`config.mk`:
```
export PLATFORM = sky130hd
export DESIGN_NAME = decimal_int64_text_parser_unit
export DESIGN_NICKNAME = d
export VERILOG_FILES = /design/src/dip_pkg.sv /design/src/dip_scan.sv /design/src/decimal_int64_text_parser_unit.sv
export SDC_FILE = /design/constraint.sdc
export NUM_CORES = 1
export LEC_CHECK = 0
export ABC_CLOCK_PERIOD_IN_PS = 7400
export BUFFER_PORTS_ARGS = -buffer_cell sky130_fd_sc_hd__buf_2
export CAP_MARGIN = 20
export CORE_ASPECT_RATIO = 0.7
export CORE_MARGIN = 4
export CORE_UTILIZATION = 51
export CTS_BUF_LIST = sky130_fd_sc_hd__clkbuf_4
export CTS_CLUSTER_SIZE = 28
export DETAILED_ROUTE_END_ITERATION = 8
export PLACE_DENSITY = 0.8
export RECOVER_POWER = 25
export REMOVE_ABC_BUFFERS = 1
export SYNTH_ARGS = -nofsm -noshare
export SYNTH_HDL_FRONTEND = slang
export SYNTH_SLANG_ARGS = --single-unit
```
`constraint.sdc`:
```
create_clock -name clk -period 7.4 [get_ports clk]
set_input_delay 1.48 -clock clk [delete_from_list [all_inputs] [get_ports clk]]
set_output_delay 1.48 -clock clk [all_outputs]
set_load 0.1 [all_outputs]
```
`src/dip_pkg.sv`:
```
// Package for the decimal integer text parser.
// Holds the scan phase type, character constants and the per-item result type.
`timescale 1ns / 1ps

package dip_pkg;

  typedef enum logic [2:0] {
    PH_LEAD   = 3'd0,
    PH_SIGN   = 3'd1,
    PH_DIGITS = 3'd2,
    PH_TRAIL  = 3'd3,
    PH_IGNORE = 3'd4,
    PH_FAILED = 3'd5
  } scan_phase_t;

  localparam logic [7:0] CH_NUL   = 8'h00;
  localparam logic [7:0] CH_ZERO  = 8'h30;
  localparam logic [7:0] CH_NINE  = 8'h39;
  localparam logic [7:0] CH_PLUS  = 8'h2B;
  localparam logic [7:0] CH_MINUS = 8'h2D;
  localparam logic [7:0] CH_SPACE = 8'h20;
  localparam logic [7:0] CH_TAB   = 8'h09;
  localparam logic [7:0] CH_CR    = 8'h0D;

  localparam logic [63:0] S64_MAX     = 64'h7FFF_FFFF_FFFF_FFFF;
  localparam logic [63:0] INT64_MIN_M = 64'h8000_0000_0000_0000;

  localparam logic CFG_SIGNED_MODE      = 1'b0;
  localparam logic CFG_TRAILING_ALLOWED = 1'b1;

  typedef struct packed {
    logic        ok;
    logic [63:0] value;
  } parse_result_t;

  function automatic logic is_ws(input logic [7:0] c);
    return ((c >= CH_TAB) && (c <= CH_CR)) || (c == CH_SPACE);
  endfunction

  function automatic logic is_digit(input logic [7:0] c);
    return (c >= CH_ZERO) && (c <= CH_NINE);
  endfunction

endpackage

```
`src/dip_scan.sv`:
```
// Scan state of the parser: phase, accumulator and minus flag, with the
// per-byte next-state logic and the end-of-text result. Uses dip_pkg.
`timescale 1ns / 1ps

module dip_scan (
  input  logic                   clk,
  input  logic                   rst_n,
  input  logic                   step_en,
  input  logic [7:0]             text_byte,
  input  logic                   signed_mode,
  input  logic                   trailing_allowed,
  output dip_pkg::parse_result_t result
);
  import dip_pkg::*;

  scan_phase_t phase_r, phase_nxt;
  logic [63:0] acc_r, acc_nxt;
  logic        minus_r, minus_nxt;

  logic [67:0] acc_mul;
  logic        acc_ovf;
  logic        dig, ws, nul;
  logic        ok_base, ok;
  logic [63:0] val;

  assign dig = is_digit(text_byte);
  assign ws  = is_ws(text_byte);
  assign nul = (text_byte == CH_NUL);

  // acc * 10 + digit, overflow when anything lands above bit 63
  assign acc_mul = {1'b0, acc_r, 3'b000} + {3'b000, acc_r, 1'b0}
                 + {64'd0, text_byte[3:0]};
  assign acc_ovf = |acc_mul[67:64];

  always_comb begin
    ok_base = (phase_r == PH_DIGITS) || (phase_r == PH_TRAIL) || (phase_r == PH_IGNORE);
    ok      = ok_base;
    val     = acc_r;
    if (minus_r) begin
      if (acc_r <= INT64_MIN_M) begin
        val = 64'd0 - acc_r;
      end else begin
        ok = 1'b0;
      end
    end else if (signed_mode && (acc_r > S64_MAX)) begin
      ok = 1'b0;
    end
    result.ok    = ok;
    result.value = ok ? val : 64'd0;
  end

  always_comb begin
    phase_nxt = phase_r;
    acc_nxt   = acc_r;
    minus_nxt = minus_r;
    if (nul) begin
      phase_nxt = PH_LEAD;
      acc_nxt   = 64'd0;
      minus_nxt = 1'b0;
    end else begin
      unique case (phase_r)
        PH_LEAD: begin
          if (ws) begin
            phase_nxt = PH_LEAD;
          end else if (text_byte == CH_PLUS) begin
            phase_nxt = PH_SIGN;
          end else if ((text_byte == CH_MINUS) && signed_mode) begin
            minus_nxt = 1'b1;
            phase_nxt = PH_SIGN;
          end else if (dig) begin
            acc_nxt   = acc_mul[63:0];
            phase_nxt = acc_ovf ? PH_FAILED : PH_DIGITS;
          end else begin
            phase_nxt = PH_FAILED;
          end
        end
        PH_SIGN: begin
          if (dig) begin
            acc_nxt   = acc_mul[63:0];
            phase_nxt = acc_ovf ? PH_FAILED : PH_DIGITS;
          end else begin
            phase_nxt = PH_FAILED;
          end
        end
        PH_DIGITS: begin
          if (dig) begin
            acc_nxt = acc_mul[63:0];
            if (acc_ovf) begin
              phase_nxt = PH_FAILED;
            end
          end else if (trailing_allowed) begin
            phase_nxt = PH_IGNORE;
          end else if (ws) begin
            phase_nxt = PH_TRAIL;
          end else begin
            phase_nxt = PH_FAILED;
          end
        end
        PH_TRAIL: begin
          if (!ws) begin
            phase_nxt = PH_FAILED;
          end
        end
        PH_IGNORE: begin
          phase_nxt = PH_IGNORE;
        end
        default: begin
          phase_nxt = PH_FAILED;
        end
      endcase
    end
  end

  always_ff @(posedge clk) begin
    if (!rst_n) begin
      phase_r <= PH_LEAD;
      acc_r   <= 64'd0;
      minus_r <= 1'b0;
    end else if (step_en) begin
      phase_r <= phase_nxt;
      acc_r   <= acc_nxt;
      minus_r <= minus_nxt;
    end
  end

endmodule

```
`src/decimal_int64_text_parser_unit.sv`:
```
// Decimal int64 text parser, top level: input register, configuration
// registers, scan state (dip_scan) and result register. Uses dip_pkg.
//
// Usage:
//   Text enters one byte per item on in_text_byte (in_valid / in_stall).
//   A NUL byte ends the text and produces exactly one result item on
//   out_parse_ok / out_parsed_value (out_valid / out_stall); other bytes
//   produce none. The value is two's complement in signed mode, zero on
//   failure.
//   cfg_we writes cfg_wdata to register cfg_index: 0 signed mode,
//   1 trailing text allowed. Write only while no text is in flight.
//   Throughput: one byte per cycle while in_stall is low. A NUL passes
//   through the input register, then the result register, which drives
//   out_valid; the times-ten add with overflow test feeds the scan state.
//   When out_stall holds a pending result, bytes that are not NUL keep
//   flowing; a NUL waits in the input register and in_stall rises.
//   Reset clears the valid flags of both registers, the scan state and the configuration.
`timescale 1ns / 1ps

module decimal_int64_text_parser_unit (
  input  logic        clk,
  input  logic        rst_n,
  input  logic        in_valid,
  output logic        in_stall,
  input  logic [7:0]  in_text_byte,
  output logic        out_valid,
  input  logic        out_stall,
  output logic        out_parse_ok,
  output logic [63:0] out_parsed_value,
  input  logic        cfg_we,
  input  logic        cfg_index,
  input  logic        cfg_wdata
);
  import dip_pkg::*;

  logic          in_valid_r;
  logic [7:0]    byte_r;
  logic          signed_mode_r;
  logic          trailing_allowed_r;
  logic          out_valid_r;
  logic          out_ok_r;
  logic [63:0]   out_value_r;
  logic          byte_nul;
  logic          advance;
  logic          out_free;
  parse_result_t res;

  assign byte_nul = (byte_r == CH_NUL);
  assign out_free = !out_valid_r || !out_stall;
  assign advance  = in_valid_r && (!byte_nul || out_free);
  assign in_stall = in_valid_r && !advance;

  always_ff @(posedge clk) begin
    if (!rst_n) begin
      in_valid_r <= 1'b0;
    end else if (!in_stall) begin
      in_valid_r <= in_valid;
    end
  end

  always_ff @(posedge clk) begin
    if (!in_stall && in_valid) begin
      byte_r <= in_text_byte;
    end
  end

  always_ff @(posedge clk) begin
    if (!rst_n) begin
      signed_mode_r      <= 1'b0;
      trailing_allowed_r <= 1'b0;
    end else if (cfg_we) begin
      unique case (cfg_index)
        CFG_SIGNED_MODE:      signed_mode_r      <= cfg_wdata;
        CFG_TRAILING_ALLOWED: trailing_allowed_r <= cfg_wdata;
        default: ;
      endcase
    end
  end

  dip_scan u_scan (
    .clk              (clk),
    .rst_n            (rst_n),
    .step_en          (advance),
    .text_byte        (byte_r),
    .signed_mode      (signed_mode_r),
    .trailing_allowed (trailing_allowed_r),
    .result           (res)
  );

  always_ff @(posedge clk) begin
    if (!rst_n) begin
      out_valid_r <= 1'b0;
    end else if (advance && byte_nul) begin
      out_valid_r <= 1'b1;
    end else if (!out_stall) begin
      out_valid_r <= 1'b0;
    end
  end

  always_ff @(posedge clk) begin
    if (advance && byte_nul) begin
      out_ok_r    <= res.ok;
      out_value_r <= res.value;
    end
  end

  assign out_valid        = out_valid_r;
  assign out_parse_ok     = out_ok_r;
  assign out_parsed_value = out_value_r;

endmodule

```
==> summary.md <==
| Metric | Value |
|---|---|
| Status | finished with violations |
| Violated checks | max-capacitance violations, max-slew violations |
| Fin Setup TNS | 0 ns |
| Hold_buf cts | 0 |
| Hold WC Path Type | reg -> reg |
| Cell leakage power | roughly 5.2 nW |
| Top delay family on crit path | buffers and inverters |
| EDFF count, synth | 73 |
| Crit path buffers/inverters | 4 |
| Commonest cells in the netlist | nor2_1, ha_1, a21oi_1 |
| Share of layout cells above drive strength 1 | 0.0762 |
| DRT Wirelength | approximately 28 mm |
| CTS H-tree lvls | 4 |
| FMAX | approximately 0.20 GHz |
| Placed cell areas | 11700 sq um |
| Via count | about 10000 |
| Worst Max-Slew Pin Slew | 3.59 ns |
| Crit path largest cell delay | roughly 2.5 ns |
| CP max-delay cell | clkbuf_1 |
| Synthesized area | between 10000 and 15000 sq um |
| Most frequent cell after synthesis | nor2_1 |
| Ys Warns | 0 |
| Final setup margin | approximately 2.4 ns |
| Synthesized instance count | roughly 1200 |
| Setup crit end kind | flop |
| NetSw | ~380 uW |
| Sequential fraction of the synthesis area | 0.326 |
| Total Power | 1.44 mW |
| Synth area leaders | edfxtp_1, ha_1, dfxtp_1 |
| N_diodes | 0 |
| Port Buf Inserts | between 80 and 90 |
| CTS buffer count | 17 |
| Main synth FF type | edfxtp_1 |
| Crit path launch type | flop |
| Flop pwr share | 0.591 |
| DIE AREA | about 24000 sq um |
| GPL Wtd Cong | 0.933 |
| Row count | 44 |
| MaxCap Viol Count | 2 |
| Initial antenna violation count | 0 |
| Starting density of the core | 0.529 |
| I/O Pins | 82 |
| Period utilization | 0.670 |
| First DRT Iteration DRCs | ~1100 |
| Asr flop ratio synth | 0 |
| Minimum clock period | 4.96 ns |
| Arrival time of the worst setup path | ~5.4 ns |
| Fillers | just under 2000 |
| Unrepaired setup endpoints after global routing | no |
| Drt wl/cell | roughly 18 um |
| Final hold vios | 0 |
| Number of global-route vias before repair | around 9000 |
| Count of cell types in the netlist | just over 70 |
| Worst-path maximum fanout | 67 |
| Cell chosen for the clock root | clkbuf_4 |
| Bufs on Longest Clock Path | 2 |
| Final Util | 0.564 |
| DRC | 0 |
| Latest clock arrival within the worst-skew pair | ~0.6 ns |
| Worst-path clk slew | 0.13 ns |
| Syn_area_per_cell | about 9 sq um |
| Switching share of power | 0.262 |
| Yosys reg bits | ~150 |
| Total GRT Usage | 0.224 |
| TritonCTS Sinks | about 150 |
| Cts repair resizes | 0 |
| Post-CTS Setup Repair Bufs | 0 |
| Largest net degree at the start of global routing | 68 |
| Die Width | roughly 180 um |
| Gate power share | 0.041 |
| Die H | between 100 and 150 um |
| WS Path Type | reg -> reg |
| Maximum vdd drop | 0.0759 mV |
| Rel. slew slack | -1.39 |
| Final number of setup-violating endpoints | 0 |
| Cell Int Power | ~1.1 mW |
| Post-synth top area share | 0.197 |
| Final Cell Area | between 10000 and 15000 sq um |
| Clk pwr share | 0.368 |
| Area Overhead vs Synth | 6.53% |
| Worst Clk Skew | 0.0342 ns |
| Core box area | about 21000 sq um |
| Critical Path, Cell by Cell | nor3_1 > nand3_1 > inv_1 > nand3_1 > inv_2 > clkbuf_1 > nor3_1 > buf_4 > a22o_1 |
| ANT nets after route | 0 |
| Post-layout nets | about 1400 |
| First-pass GRT wire length | approximately 46 mm |
| First-pass detailed-route iteration total | 5 |
| Grt ovf | 0 |
| Place WS | 2.58 ns |
| Hpwl dp | 20.7 mm |
| TritonCTS clock tree | built |
| Vias per cell | ~6 |
| Leading area contributor after synthesis | edfxtp_1 |
| CP Data Required Time | ~8 ns |
| Fin. max-slew vios | about 120 |
| Pwr per Cell Area | roughly 120 nW/um^2 |
-- area by class of cell --
| type | count | area [sq um] | area share |
|---|---|---|---|
| clock buffer | 17 | 128 | 0.0107 |
| inverter | 26 | 97.6 | 0.00821 |
| tap | 276 | 345 | 0.0291 |
| multi-input combinational | 1023 | 7150 | 0.601 |
| timing repair buffer | 86 | 374 | 0.0315 |
| clock inverter | 15 | 160 | 0.0135 |
| sequential | 145 | 3630 | 0.306 |
-- power groups by stage --
stage	logic (mW)	registers, mW	clock network, mW
finish	0.0593	0.851	0.529
global route	0.0660	0.852	0.572
detailed placement	0.0596	0.868	0
floorplan	0.0349	0.869	0
global placement	0.0586	0.868	0
CTS	0.0598	0.850	0.541
-- cells by family after synthesis --
kind of cell / after synthesis / share of synthesized area
fa+ha+maj: 130 / 0.147
mux: 3 / 0.00269
buf+inv: 80 / 0.0350
xor+xnor: 118 / 0.0926
compound gates: 368 / 0.225
flops: 145 / 0.326
simple gates: 404 / 0.172
-- worst paths after layout --
path              slack, ns                             from  cells after the start                         endpoint
setup / recovery       2.44              byte_r[4]$_DFFE_PP_                      9    u_scan.acc_r[38]$_SDFFE_PN0P_
hold / removal         0.51  trailing_allowed_r$_SDFFE_PN0P_                      2  trailing_allowed_r$_SDFFE_PN0P_
hold reg to reg        0.51  trailing_allowed_r$_SDFFE_PN0P_                      2  trailing_allowed_r$_SDFFE_PN0P_
setup reg to reg       2.44              byte_r[4]$_DFFE_PP_                      9    u_scan.acc_r[38]$_SDFFE_PN0P_
-- layout by cell type (no fill, tap or decap), types with 8 or more instances in the layout --
cell      synthesis  routed
a31oi_1           8       8
inv_1            25      25
dfxtp_1          72      72
and2_1            9       9
nor3_1           19      19
buf_2             0      29
o21ai_1          16      16
nand2_1          86      86
o31ai_1          22      22
a22oi_1          40      40
a21oi_1          87      87
and3_1            9       9
nand2b_1          8       8
or3_1            11      11
xor2_1           79      79
o21ai_0          49      49
o21a_1           10      10
nand3_1          31      31
a21o_1           36      35
nand4_1          23      23
a22o_1           16      16
nor2_1          165     164
ha_1            128     128
o211ai_1          9       9
nor2b_1           9       9
clkbuf_4          0      17
xnor2_1          39      39
edfxtp_1         73      73
clkbuf_1         42      53
-- metrics by stage --
step	instances	hold WS, ns
floorplan	1194	0.463
global placement	1556	0.490
detailed placement	1556	0.494
CTS	1588	0.512
global route	1588	0.544
finish	1588	0.511
-- worst reg2reg max path, stage by stage, from the launching register on --
cell	delay (ns)
edfxtp_1	0.40
nor3_1	0.30
nand3_1	0.35
inv_1	0.22
nand3_1	0.21
inv_2	0.14
clkbuf_1	2.51
nor3_1	0.10
buf_4	0.37
a22o_1	0.27
-- routing by layer --
metal	track usage	share of wire	vias to the layer above	wire, um
li1	-	-	4762	-
met1	0.342	0.50	4628	13900
met2	0.326	0.41	358	11500
met3	0.0356	0.073	44	2020
met4	0.0668	0.017	0	488
met5	0	0	-	0
-- state kept, by name (all words and copies together) (netlist names) --
name                count
byte_r                  8
in_valid_r              1
out_parse_ok            1
out_parsed_value       64
out_valid               1
signed_mode_r           1
trailing_allowed_r      1
u_scan.acc_r           64
u_scan.minus_r          1
u_scan.phase_r          3
Power figures use the tool's default switching activity.
